$ cat src/design/gpr_pkg.sv
// Shared types and constants for the gamepad I/O port register block.
package gpr_pkg;

  // Request kinds carried on the input channel's tuser.
  typedef enum logic [1:0] {
    FUNC_READ   = 2'd0,
    FUNC_WRITE  = 2'd1,
    FUNC_BUTTON = 2'd2,
    FUNC_NONE   = 2'd3
  } func_t;

  // Register kinds produced by the address decoder.
  typedef enum logic [2:0] {
    KIND_NONE,
    KIND_VERSION,
    KIND_DATA,
    KIND_DIR,
    KIND_TX,
    KIND_RX,
    KIND_SCTRL
  } kind_t;

  // Field widths.
  localparam int unsigned ADDR_W   = 5;
  localparam int unsigned DATA_W   = 8;
  localparam int unsigned BUTTON_W = 3;

  // Register window layout.
  localparam logic [ADDR_W-1:0] VERSION_ADDR = 5'h01;
  localparam logic [ADDR_W-1:0] DATA_BASE    = 5'h03;
  localparam logic [ADDR_W-1:0] DIR_BASE     = 5'h09;
  localparam logic [ADDR_W-1:0] TX_BASE      = 5'h0F;
  localparam logic [ADDR_W-1:0] RX_BASE      = 5'h11;
  localparam logic [ADDR_W-1:0] SCTRL_BASE   = 5'h13;
  localparam logic [ADDR_W-1:0] PORT_STEP    = 5'h02;
  localparam logic [ADDR_W-1:0] SERIAL_STEP  = 5'h06;

  // Read constants and masks.
  localparam logic [DATA_W-1:0] TH_HIGH_MASK  = 8'h3F;
  localparam logic [DATA_W-1:0] TH_LOW_MASK   = 8'h33;
  localparam logic [DATA_W-1:0] UNMAPPED_READ = 8'hFF;
  localparam logic [DATA_W-1:0] RX_READ       = 8'h00;
  localparam logic [DATA_W-1:0] VERSION_RESET = 8'hA0;
  localparam int unsigned       TH_BIT        = 6;

  // Button bit positions in the held mask.
  localparam int unsigned BTN_UP    = 0;
  localparam int unsigned BTN_DOWN  = 1;
  localparam int unsigned BTN_LEFT  = 2;
  localparam int unsigned BTN_RIGHT = 3;
  localparam int unsigned BTN_A     = 4;
  localparam int unsigned BTN_B     = 5;
  localparam int unsigned BTN_C     = 6;
  localparam int unsigned BTN_START = 7;

endpackage

$ cat src/design/gamepad_io_port_registers_top.sv
// Top level of the gamepad I/O port register block.
//
// Requests arrive on the in_ stream: in_tuser carries the request kind
// (bus read, bus write or button event) and in_tdata the address, write
// byte, button number and press flag. Only a bus read returns a result,
// one byte on the out_ stream; writes, button events and the unused kind
// return nothing. The version register is loaded through cfg_we and
// cfg_wdata, by the user only while the block is idle; the block does not enforce it.
//
// Decode, register update and read mux are one combinational pass ahead of
// a single output register, so a read result appears in the cycle after
// its request is accepted. One request is accepted per cycle; the output
// register is the only storage between the two sides, so a request is
// taken whenever that register is empty or being drained in the same cycle.
// If the receiver stalls with a result waiting, in_tready drops until the
// result is taken.
//
// Reset clears all port registers and the held buttons, loads the version
// register with 0xA0 and empties the output register.
module gamepad_io_port_registers_top #(
  parameter int unsigned NUM_PORTS = 3
) (
  input  logic        clk,
  input  logic        rst_n,
  // Request channel.
  input  logic        in_tvalid,
  output logic        in_tready,
  input  logic [23:0] in_tdata,   // addr[4:0], wdata[12:5], button[15:13], pressed[16]
  input  logic [1:0]  in_tuser,   // func[1:0]
  // Result channel.
  output logic        out_tvalid,
  input  logic        out_tready,
  output logic [7:0]  out_tdata,  // rdata[7:0]
  // Configuration port.
  input  logic        cfg_we,
  input  logic [7:0]  cfg_wdata
);

  localparam int unsigned PIDX_W = (NUM_PORTS > 1) ? $clog2(NUM_PORTS) : 1;

  // Register state.
  logic [gpr_pkg::DATA_W-1:0] drive_r     [NUM_PORTS];
  logic [gpr_pkg::DATA_W-1:0] direction_r [NUM_PORTS];
  logic [gpr_pkg::DATA_W-1:0] transmit_r  [NUM_PORTS];
  logic [gpr_pkg::DATA_W-1:0] sctrl_r     [NUM_PORTS];
  logic [gpr_pkg::DATA_W-1:0] buttons_r;
  logic [gpr_pkg::DATA_W-1:0] version_r;
  logic                       out_valid_r;
  logic [gpr_pkg::DATA_W-1:0] out_data_r;

  // Unpacked request fields.
  gpr_pkg::func_t               func;
  logic [gpr_pkg::ADDR_W-1:0]   off;
  logic [gpr_pkg::DATA_W-1:0]   wdata;
  logic [gpr_pkg::BUTTON_W-1:0] button;
  logic                         pressed;
  logic                         accept;

  // Decode and read results.
  gpr_pkg::kind_t             kind;
  logic [PIDX_W-1:0]          port;
  logic [gpr_pkg::DATA_W-1:0] held;
  logic [gpr_pkg::DATA_W-1:0] pad_in;
  logic [gpr_pkg::DATA_W-1:0] drv;
  logic [gpr_pkg::DATA_W-1:0] dir;
  logic [gpr_pkg::DATA_W-1:0] rdata;
  logic [gpr_pkg::DATA_W-1:0] buttons_nxt;
  logic [gpr_pkg::DATA_W-1:0] button_bit;

  assign func    = gpr_pkg::func_t'(in_tuser);
  assign off     = in_tdata[4:0] | gpr_pkg::ADDR_W'(1);
  assign wdata   = in_tdata[12:5];
  assign button  = in_tdata[15:13];
  assign pressed = in_tdata[16];

  assign in_tready  = !out_valid_r || out_tready;
  assign accept     = in_tvalid && in_tready;
  assign out_tvalid = out_valid_r;
  assign out_tdata  = out_data_r;

  // Address decode: first matching port wins, ports beyond NUM_PORTS unmapped.
  always_comb begin
    kind = gpr_pkg::KIND_NONE;
    port = '0;
    if (off == gpr_pkg::VERSION_ADDR) begin
      kind = gpr_pkg::KIND_VERSION;
    end else begin
      for (int n = 0; n < NUM_PORTS; n++) begin
        if (kind == gpr_pkg::KIND_NONE) begin
          if (off == gpr_pkg::DATA_BASE + gpr_pkg::ADDR_W'(n) * gpr_pkg::PORT_STEP) begin
            kind = gpr_pkg::KIND_DATA;
            port = PIDX_W'(n);
          end else if (off == gpr_pkg::DIR_BASE
                       + gpr_pkg::ADDR_W'(n) * gpr_pkg::PORT_STEP) begin
            kind = gpr_pkg::KIND_DIR;
            port = PIDX_W'(n);
          end else if (off == gpr_pkg::TX_BASE
                       + gpr_pkg::ADDR_W'(n) * gpr_pkg::SERIAL_STEP) begin
            kind = gpr_pkg::KIND_TX;
            port = PIDX_W'(n);
          end else if (off == gpr_pkg::RX_BASE
                       + gpr_pkg::ADDR_W'(n) * gpr_pkg::SERIAL_STEP) begin
            kind = gpr_pkg::KIND_RX;
            port = PIDX_W'(n);
          end else if (off == gpr_pkg::SCTRL_BASE
                       + gpr_pkg::ADDR_W'(n) * gpr_pkg::SERIAL_STEP) begin
            kind = gpr_pkg::KIND_SCTRL;
            port = PIDX_W'(n);
          end
        end
      end
    end
  end

  // Pad input bits: only port one has a pad, active low, TH picks the group.
  always_comb begin
    held = (port == '0) ? buttons_r : '0;
    drv  = drive_r[port];
    dir  = direction_r[port];
    if (drv[gpr_pkg::TH_BIT]) begin
      pad_in = gpr_pkg::TH_HIGH_MASK & ~{2'b00,
                                         held[gpr_pkg::BTN_C],
                                         held[gpr_pkg::BTN_B],
                                         held[gpr_pkg::BTN_RIGHT],
                                         held[gpr_pkg::BTN_LEFT],
                                         held[gpr_pkg::BTN_DOWN],
                                         held[gpr_pkg::BTN_UP]};
    end else begin
      pad_in = gpr_pkg::TH_LOW_MASK & ~{2'b00,
                                        held[gpr_pkg::BTN_START],
                                        held[gpr_pkg::BTN_A],
                                        2'b00,
                                        held[gpr_pkg::BTN_DOWN],
                                        held[gpr_pkg::BTN_UP]};
    end
  end

  // Read mux.
  always_comb begin
    case (kind)
      gpr_pkg::KIND_VERSION: rdata = version_r;
      gpr_pkg::KIND_DATA:    rdata = (drv & dir) | (pad_in & ~dir);
      gpr_pkg::KIND_DIR:     rdata = dir;
      gpr_pkg::KIND_TX:      rdata = transmit_r[port];
      gpr_pkg::KIND_SCTRL:   rdata = sctrl_r[port];
      gpr_pkg::KIND_RX:      rdata = gpr_pkg::RX_READ;
      default:               rdata = gpr_pkg::UNMAPPED_READ;
    endcase
  end

  // Held-button update for a button event.
  assign button_bit  = gpr_pkg::DATA_W'(1) << button;
  assign buttons_nxt = pressed ? (buttons_r | button_bit) : (buttons_r & ~button_bit);

  // Register writes, button events and version configuration.
  always_ff @(posedge clk) begin
    if (!rst_n) begin
      for (int n = 0; n < NUM_PORTS; n++) begin
        drive_r[n]     <= '0;
        direction_r[n] <= '0;
        transmit_r[n]  <= '0;
        sctrl_r[n]     <= '0;
      end
      buttons_r <= '0;
      version_r <= gpr_pkg::VERSION_RESET;
    end else begin
      if (cfg_we) begin
        version_r <= cfg_wdata;
      end
      if (accept) begin
        case (func)
          gpr_pkg::FUNC_WRITE: begin
            case (kind)
              gpr_pkg::KIND_DATA:  drive_r[port]     <= wdata;
              gpr_pkg::KIND_DIR:   direction_r[port] <= wdata;
              gpr_pkg::KIND_TX:    transmit_r[port]  <= wdata;
              gpr_pkg::KIND_SCTRL: sctrl_r[port]     <= wdata;
              default: ;
            endcase
          end
          gpr_pkg::FUNC_BUTTON: buttons_r <= buttons_nxt;
          default: ;
        endcase
      end
    end
  end

  // Output register: loaded by an accepted read, emptied when taken.
  always_ff @(posedge clk) begin
    if (!rst_n) begin
      out_valid_r <= 1'b0;
    end else if (accept && func == gpr_pkg::FUNC_READ) begin
      out_valid_r <= 1'b1;
    end else if (out_tready) begin
      out_valid_r <= 1'b0;
    end
  end

  always_ff @(posedge clk) begin
    if (accept && func == gpr_pkg::FUNC_READ) begin
      out_data_r <= rdata;
    end
  end

endmodule

$ cat config.mk
export PLATFORM = sky130hd
export DESIGN_NAME = gamepad_io_port_registers_top
export DESIGN_NICKNAME = d
export VERILOG_FILES = /design/src/design/gpr_pkg.sv /design/src/design/gamepad_io_port_registers_top.sv
export SDC_FILE = /design/constraint.sdc
export NUM_CORES = 1
export LEC_CHECK = 0
export CAP_MARGIN = 10
export CELL_PAD_IN_SITES_DETAIL_PLACEMENT = 0
export CELL_PAD_IN_SITES_GLOBAL_PLACEMENT = 1
export CORE_ASPECT_RATIO = 0.7
export CORE_UTILIZATION = 36
export DETAILED_ROUTE_END_ITERATION = 10
export DONT_BUFFER_PORTS = 1
export GPL_ROUTABILITY_DRIVEN = 0
export GPL_TIMING_DRIVEN = 0
export HOLD_SLACK_MARGIN = 0.12
export PLACE_DENSITY = 0.7
export SLEW_MARGIN = 5
export SYNTH_ARGS = -nofsm -noshare
export SYNTH_HDL_FRONTEND = slang
export SYNTH_SLANG_ARGS = --single-unit
$ cat constraint.sdc
create_clock -name clk -period 3.1 [get_ports clk]
set_input_delay 0.31 -clock clk [delete_from_list [all_inputs] [get_ports clk]]
set_output_delay 0.31 -clock clk [all_outputs]
set_load 0.05 [all_outputs]
Word level (Yosys, flattened, before mapping):

Memories as Yosys holds them, arrays and structs flattened.
Index checks and enable logic that the tools add are counted.

* equality and inequality tests: 23
* shift-type cells: 1
* muxes and demuxes: 72
* bitwise logic cells: 9
* reduce and logical (&&, ||, !) cells: 15

Operators with widths (number)
* $mux 3: 20
* $mux 8: 6
* $pmux 8 s6: 1
* $mux 1: 33
* $eq 4x4->1 const B: 8
* $reduce_or 8->1: 4
* $and 8x8->8: 3
* $mux 2: 11
* $eq 4x3->1 const B: 4
* $not 8->8: 2
* $or 8x8->8: 2
* $not 6->6: 2
* $eq 3x3->1 const B: 3
* $eq 4x2->1 const B: 2
* $shl 1x3->8 const A: 1
* $eq 3x2->1 const B: 2
* $logic_not 3->1: 2
* $mux 6: 1
* $eq 4x1->1 const B: 1
* $logic_not 2->1: 2
* $logic_not 4->1: 1
* $eq 3x1->1 const B: 1
* $eq 2x1->1 const B: 1
* $eq 2x2->1 const B: 1
* 5 further kinds: 6

* register bits: 25
* RAM bits: 96
* input port bits: 39
* output and inout port bits: 10
* logic and storage cells: 128
* memories kept: 4

Memory list
* direction_r: words 3, bits a word 8, rd ports 1, clocked after Yosys merged registers in 0, wr ports 3, RTL line gamepad_io_port_registers_top.sv:43 `logic [gpr_pkg::DATA_W-1:0] direction_r [NUM_PORTS];`
* drive_r: words 3, bits a word 8, rd ports 1, clocked after Yosys merged registers in 0, wr ports 3, RTL line gamepad_io_port_registers_top.sv:42 `logic [gpr_pkg::DATA_W-1:0] drive_r [NUM_PORTS];`
* sctrl_r: words 3, bits a word 8, rd ports 1, clocked after Yosys merged registers in 0, wr ports 3, RTL line gamepad_io_port_registers_top.sv:45 `logic [gpr_pkg::DATA_W-1:0] sctrl_r [NUM_PORTS];`
* transmit_r: words 3, bits a word 8, rd ports 1, clocked after Yosys merged registers in 0, wr ports 3, RTL line gamepad_io_port_registers_top.sv:44 `logic [gpr_pkg::DATA_W-1:0] transmit_r [NUM_PORTS];`

Depth between registers and ports, before layout:

Gate-level depths: netlist of run 1.

* depth after elaboration: 29
* gate-level depth with buffers: 10

Worst setup path after synthesis of run 1:

Ideal clock, no wire load.

* kind: register to register
* from: register out_valid_r (netlist: out_tvalid)
* to: memory drive_r[0][0] (netlist name), enable pin
* setup time: 0.384 ns
* data arrival time: 2.358 ns
* data required time: 2.716 ns
* slack: 0.358 ns
* cell stages (with the launch flop): 6
* period minus slack after synthesis: 2.742 ns
* path through: dfxtp_1 nand2b_1 nand2_1 nor3_1 nand3_1 o21ai_0

RTL lines
* start: declaration: RTL line gamepad_io_port_registers_top.sv:48 `logic out_valid_r;`
* start signal: assignment: RTL line gamepad_io_port_registers_top.sv:191 `out_valid_r <= 1'b0;`
* start signal: assignment: RTL line gamepad_io_port_registers_top.sv:193 `out_valid_r <= 1'b1;`
* start signal: assignment: RTL line gamepad_io_port_registers_top.sv:195 `out_valid_r <= 1'b0;`
* end: declaration: RTL line gamepad_io_port_registers_top.sv:42

==> flow_metrics.py, run 1 <==
metrics = {
    "outcome": {
        "status": "completed",
    },
    "route": {
        "antenna_left": 0,
        "dr.pass1.iters": 6,
        "post_drt_via_cell_ratio": 5.96,
        "drc": 0,
        "wl_per_cell_um": 24.5,
        "vias": 5106,
        "drt-total-wl_mm": 21.0,
        "first_iter_violations": 627,
    },
    "logic_synthesis": {
        "synth-seq-area-share": 0.545,
        "async_flop_share": 0,
        "synth_compound_area_frac": 0.158,
        "synth_edf_count": 104,
        "syn_area_mm2": 0.00635,
        "synth_top_family_by_area": "simple AND/OR/NAND/NOR gates",
        "ys_types": 64,
        "yosysWarnings": 0,
        "syn_area_per_cell_um2": 11.1,
        "synth-xor-area-share": 0,
        "yosys.area.top_type": "edfxtp_1",
        "synthAdderAreaFrac": 0,
        "synth_top_area_frac": 0.492,
        "synth-simple-area-share": 0.206,
        "syn_nets": 612,
        "postSynthRegisterBits": 121,
        "synthCells": 573,
        "synthMuxAreaShare": 0.0559,
        "synth_ff_type": "edfxtp_1",
        "synth_area_leaders": "edfxtp_1, and2_1, dfxtp_1, mux2i_1, a221oi_1",
    },
    "floorplanning": {
        "rows": 40,
        "die_h_um": 113,
        "core-area_mm2": 0.0172,
        "io_pins": 49,
        "dieArea_mm2": 0.0182,
        "start_util": 0.369,
        "die_width_um": 161,
    },
    "layout": {
        "instances_no_fill": 856,
        "design_area_mm2": 0.00746,
        "drive_gt1_frac": 0.128,
        "fin_nets": 651,
        "num_antenna_cells": 0,
        "area_delta_synth_final_pct": 17.4,
    },
    "clock_tree": {
        "cts_made_buffers": 17,
        "cts_sinks": 121,
        "clkLatencyLatePin_ns": 0.42,
        "htree_num_levels": 4,
        "clk_pin_slew_ns": 0.06,
        "cts_max_path_buffers": 2,
        "cts_setup_buffers": 0,
        "cts_root_buffer": "clkbuf_16",
        "cts_tree": "yes",
    },
    "timing": {
        "fin_crit_ns": 2.77,
        "skew_ns": 0.00763,
        "setup-tns-final_ns": 0,
        "period_share": 0.892,
        "setup_violations": 0,
        "worst_hold_slack_ns": 0.156,
        "slew_viol_final": 0,
        "tightest_slew_ns": 0.987,
        "rsz0062_at_grt": "no",
        "fmax_mhz": 362,
        "slew_headroom": 0.337,
        "hold_viol": 0,
    },
    "power": {
        "ir_drop_mv": 0.229,
        "powerDensity_mw_per_mm2": 568,
        "power.leakage_nw": 2.61,
    },
    "worst_setup_path": {
        "reg2reg_slack_ns": 0.33,
        "required_ns": 3.16,
        "path_class": "reg2reg",
        "arrival_ns": 2.83,
        "path_max_fanout": 8,
        "cp-start-kind": "flop",
        "cp-end-kind": "flop",
    },
    "place": {
        "io_buffers": 0,
        "dp_hpwl_mm": 14.8,
        "dp.cells": 804,
        "post_dp_cell_area_mm2": 0.00664,
    },
    "flow_run": {
        "maxCapViolations": 0,
    },
    "grt": {
        "grt_pass1_vias": 4924,
        "antenna_found_initial": 1,
        "overflow": 0,
        "grt_pass1_wl_mm": 31.1,
        "grtUsageTotal": 0.238,
        "grt_max_degree": 17,
    },
    "hold_path": {
        "hold_class": "in2reg",
    },
}
Yosys cell counts, types with 3 or more instances:
cell      count
a211oi_1      6
a21o_1        4
a21oi_1      21
a221oi_1     21
a222oi_1      3
a22o_1        3
a22oi_1       5
a31oi_1       3
a32oi_1       6
and2_1      101
buf_2        15
clkbuf_1     22
dfxtp_1      17
edfxtp_1    104
inv_1         7
mux2_2        4
mux2i_1      31
nand2_1      25
nand2b_1     10
nand3_1       6
nand3b_1      5
nor2_1       39
nor2b_1      16
nor3_1        7
nor3b_1       3
o21ai_0      29
o221ai_1      4
o22ai_1       3
o32ai_1       5
or3b_1        3
where the power goes:
group,total [mW],internal [mW],switching (mW)
combinational,0.438,0.143,0.295
sequential,1.91,1.84,0.0632
clock,1.90,1.12,0.774
total,4.24,3.11,1.13
cell families (layout without fill, tap and decap cells):
group	count (synthesis)	in the layout
AND/OR/NAND/NOR	231	231
flip-flops	121	121
multiplexers	35	35
AO/OA/AOI/OAI	137	137
buffers and inverters	49	101
routing by layer:
metal  track usage  vias up  share of wire
li1              -     2232              -
met1         0.335     2506           0.45
met2         0.319      331           0.40
met3         0.107       35           0.13
met4        0.0786        2          0.021
met5             0        -        0.00086
metrics by stage:
| stage | utilization | setup WS [ns] | power, mW |
|---|---|---|---|
| floorplan | - | 0.358 | 2.17 |
| global placement | 0.386 | -0.409 | 2.32 |
| detailed placement | 0.386 | -0.510 | 2.33 |
| CTS | 0.432 | 0.0830 | 4.23 |
| global route | 0.433 | 0.222 | 4.34 |
| finish | 0.433 | 0.335 | 4.24 |
worst max-delay path, stage by stage, from the launching register on:
cell and delay (ns):
dfxtp_1 0.48, nand2b_2 0.34, nand2_1 0.20, nor3_2 0.44
nand3_1 0.42, o21ai_2 0.52
registers in the layout, indices dropped and copies added, names as in the netlist, named ones only:
name         count
out_tvalid       1
drive_r         24
version_r        8
direction_r     24
transmit_r      24
sctrl_r         24
out_tdata        8
cells in the final DEF, fill, tap and decap left out, types with 7 or more instances in the layout:
cell / instances
dfxtp_1: 17
dlygate4sd3_1: 20
inv_1: 7
clkbuf_16: 17
clkbuf_1: 22
mux2i_1: 31
a221oi_1: 21
nand2b_1: 9
edfxtp_1: 104
o21ai_2: 13
nor2b_1: 16
a21oi_1: 21
and2_1: 101
o21ai_0: 17
buf_2: 15
nand2_1: 25
nor2_1: 39
worst paths after layout:
check	from	end	cells after the start
setup / recovery	out_tvalid$_SDFFE_PN0P_	drive_r[0][5]$_SDFFCE_PN0P_	5
hold / removal	in_tdata[14]	flop	3
setup reg to reg	out_tvalid$_SDFFE_PN0P_	drive_r[0][5]$_SDFFCE_PN0P_	5
hold reg to reg	flop	flop	2
area by class of cell:
type,instances,area [µm²]
multi-input cells,403,2720
flip-flops and latches,121,3460
inverters,8,30.0
fillers,1616,9760
repair buffers,20,200
well taps,231,289
clock inverters,14,125
clock buffers,18,439
plain buffers,41,191
repair_timing:
item / CTS / global route
hold endpoints to repair: 26 / 0
resized for setup: 18 / 8
hold buffers: 20 / 0
cloned: 0 / 0
endpoints found under the setup margin: 96 / 72
No activity file was read; power rests on OpenSTA's default activity.
==> run 2: changes to the inputs <==
==> constraint.sdc (replaced) <==
create_clock -name clk -period 3.1 [get_ports clk]
set_input_delay 0.62 -clock clk [delete_from_list [all_inputs] [get_ports clk]]
set_output_delay 0.62 -clock clk [all_outputs]
set_load 0.05 [all_outputs]
==> run 2 against run 1 <==
Net effect: global-route usage down 0.25 points; cell area down 2.7%; combinational power down 5.3%; wire length down 1.2%; maximum frequency down 0.16%; sequential power about the same; setup slack worse by 0.0045 ns; highest routed layer unchanged.
==> flow_metrics.py, run 2 (synthesized netlist as in run 1, its figures left out) <==
metrics = {
    "outcome": {
        "status": "completed",
    },
    "worst_setup_path": {
        "r2r_cells": 5,
        "r2r-start": "out_tvalid$_SDFFE_PN0P_",
        "timing.rr.end": "drive_r[0][5]$_SDFFCE_PN0P_",
        "cp-end-kind": "flop",
        "startpoint": "in_tdata[2]",
        "required_ns": 3.23,
        "cp-start-kind": "input pin",
        "reg2reg_slack_ns": 0.37,
        "path_max_fanout": 10,
        "arrival_ns": 2.90,
        "path_class": "in2reg",
        "setup.worst_path.end": "out_tdata[0]$_DFFE_PP_",
    },
    "route": {
        "post_drt_via_cell_ratio": 6.04,
        "wl_per_cell_um": 24.8,
        "drt-total-wl_mm": 20.7,
        "first_iter_violations": 731,
        "vias": 5051,
        "dr.pass1.iters": 7,
        "drc": 0,
        "antenna_left": 0,
    },
    "timing": {
        "skew_ns": 0.0166,
        "tightest_slew_ns": 0.997,
        "slew_headroom": 0.330,
        "period_share": 0.893,
        "fmax_mhz": 361,
        "rsz0062_at_grt": "no",
        "fin_crit_ns": 2.77,
        "worst_slack_ns": 0.330,
        "worst_hold_slack_ns": 0.346,
        "slew_viol_final": 0,
        "setup_violations": 0,
        "hold_viol": 0,
    },
    "power": {
        "power.leakage_nw": 2.52,
        "ir_drop_mv": 0.229,
        "powerDensity_mw_per_mm2": 580,
        "totalPowerFinal_mw": 4.21,
    },
    "grt": {
        "grt_pass1_vias": 4824,
        "grt_max_degree": 17,
        "grt_pass1_wl_mm": 30.6,
        "grtUsageTotal": 0.235,
        "overflow": 0,
        "antenna_found_initial": 1,
    },
    "floorplanning": {
        "rows": 40,
        "die_width_um": 161,
        "die_h_um": 113,
        "core-area_mm2": 0.0172,
        "io_pins": 49,
        "start_util": 0.369,
        "dieArea_mm2": 0.0182,
    },
    "clock_tree": {
        "cts_made_buffers": 17,
        "ctsHoldBuffers": 0,
        "cts_sinks": 121,
        "cts_max_path_buffers": 2,
        "cts_tree": "yes",
        "cts_root_buffer": "clkbuf_16",
        "clkLatencyLatePin_ns": 0.43,
        "htree_num_levels": 4,
        "clk_pin_slew_ns": 0.06,
    },
    "hold_path": {
        "hold_class": "in2reg",
    },
    "flow_run": {
        "maxCapViolations": 0,
    },
    "layout": {
        "design_area_mm2": 0.00726,
        "drive_gt1_frac": 0.132,
        "final_common_cell": "edfxtp_1",
        "final_cell_mix": "edfxtp_1, and2_1, nor2_1",
        "fill_cells": 1636,
        "area_delta_synth_final_pct": 14.3,
        "fin_nets": 631,
        "num_antenna_cells": 0,
        "final_util": 0.422,
    },
    "place": {
        "io_buffers": 0,
        "place_ws_ns": -0.619,
        "post_dp_cell_area_mm2": 0.00664,
        "dp_hpwl_mm": 14.8,
    },
}
[run 2: cell count changes in the layout (fill, tap and decap cells not counted), sizes merged]
cell	before	now
dlygate4sd3	20	0
[run 2: report_power, final]
group	leakage [nW]	internal [mW]	switching [mW]
combinational	1.11	0.127	0.289
clock	0.260	1.12	0.767
sequential	1.15	1.84	0.0631
[run 2: metal layers]
layer / track usage / up-vias / wire length (µm)
met5: 0 / - / 18
met4: 0.0786 / 2 / 441
met3: 0.106 / 42 / 2810
met2: 0.314 / 322 / 8230
met1: 0.333 / 2492 / 9240
li1: - / 2193 / -
[run 2: area by class of cell]
cell class,instances,area [µm²],area share
Inverter,8,30.0,0.00414
Buffer,41,191,0.0264
Tap cell,231,289,0.0398
Multi-Input combinational cell,403,2720,0.375
Sequential cell,121,3460,0.477
Clock inverter,14,125,0.0172
Clock buffer,18,439,0.0605
[run 2: per-stage QoR]
step | std cells | setup TNS (ns)
floorplan | 573 | 0
finish | 836 | 0
detailed placement | 804 | -50.42
CTS | 836 | 0
global placement | 804 | -43.12
global route | 836 | 0
[run 2: what timing repair did]
action	in CTS	in global routing
setup endpoints to repair	96	68
resized for setup	18	8
buffers inserted	0	0
[run 2: worst max-delay path, stage by stage]
cell and delay [ns]:
buf_6 0.12, buf_6 0.14, nor2_2 0.43, a221oi_1 0.16, o32ai_1 0.71, o21ai_0 0.19
a221oi_1 0.34, o221ai_1 0.18
[run 2: worst min-delay path by stage]
stage                                    from                        end  slack, ns  cells past startpoint
finish                           cfg_wdata[7]  version_r[7]$_SDFFE_PN1P_       0.35                      2
detailed placement                       flop                       flop       0.47                      2
global route                     cfg_wdata[5]  version_r[5]$_SDFFE_PN1P_       0.34                      2
CTS                              cfg_wdata[7]  version_r[7]$_SDFFE_PN1P_       0.33                      2
global placement                         flop                       flop       0.47                      2
floorplan           version_r[7]$_SDFFE_PN1P_  version_r[7]$_SDFFE_PN1P_       0.44                      2
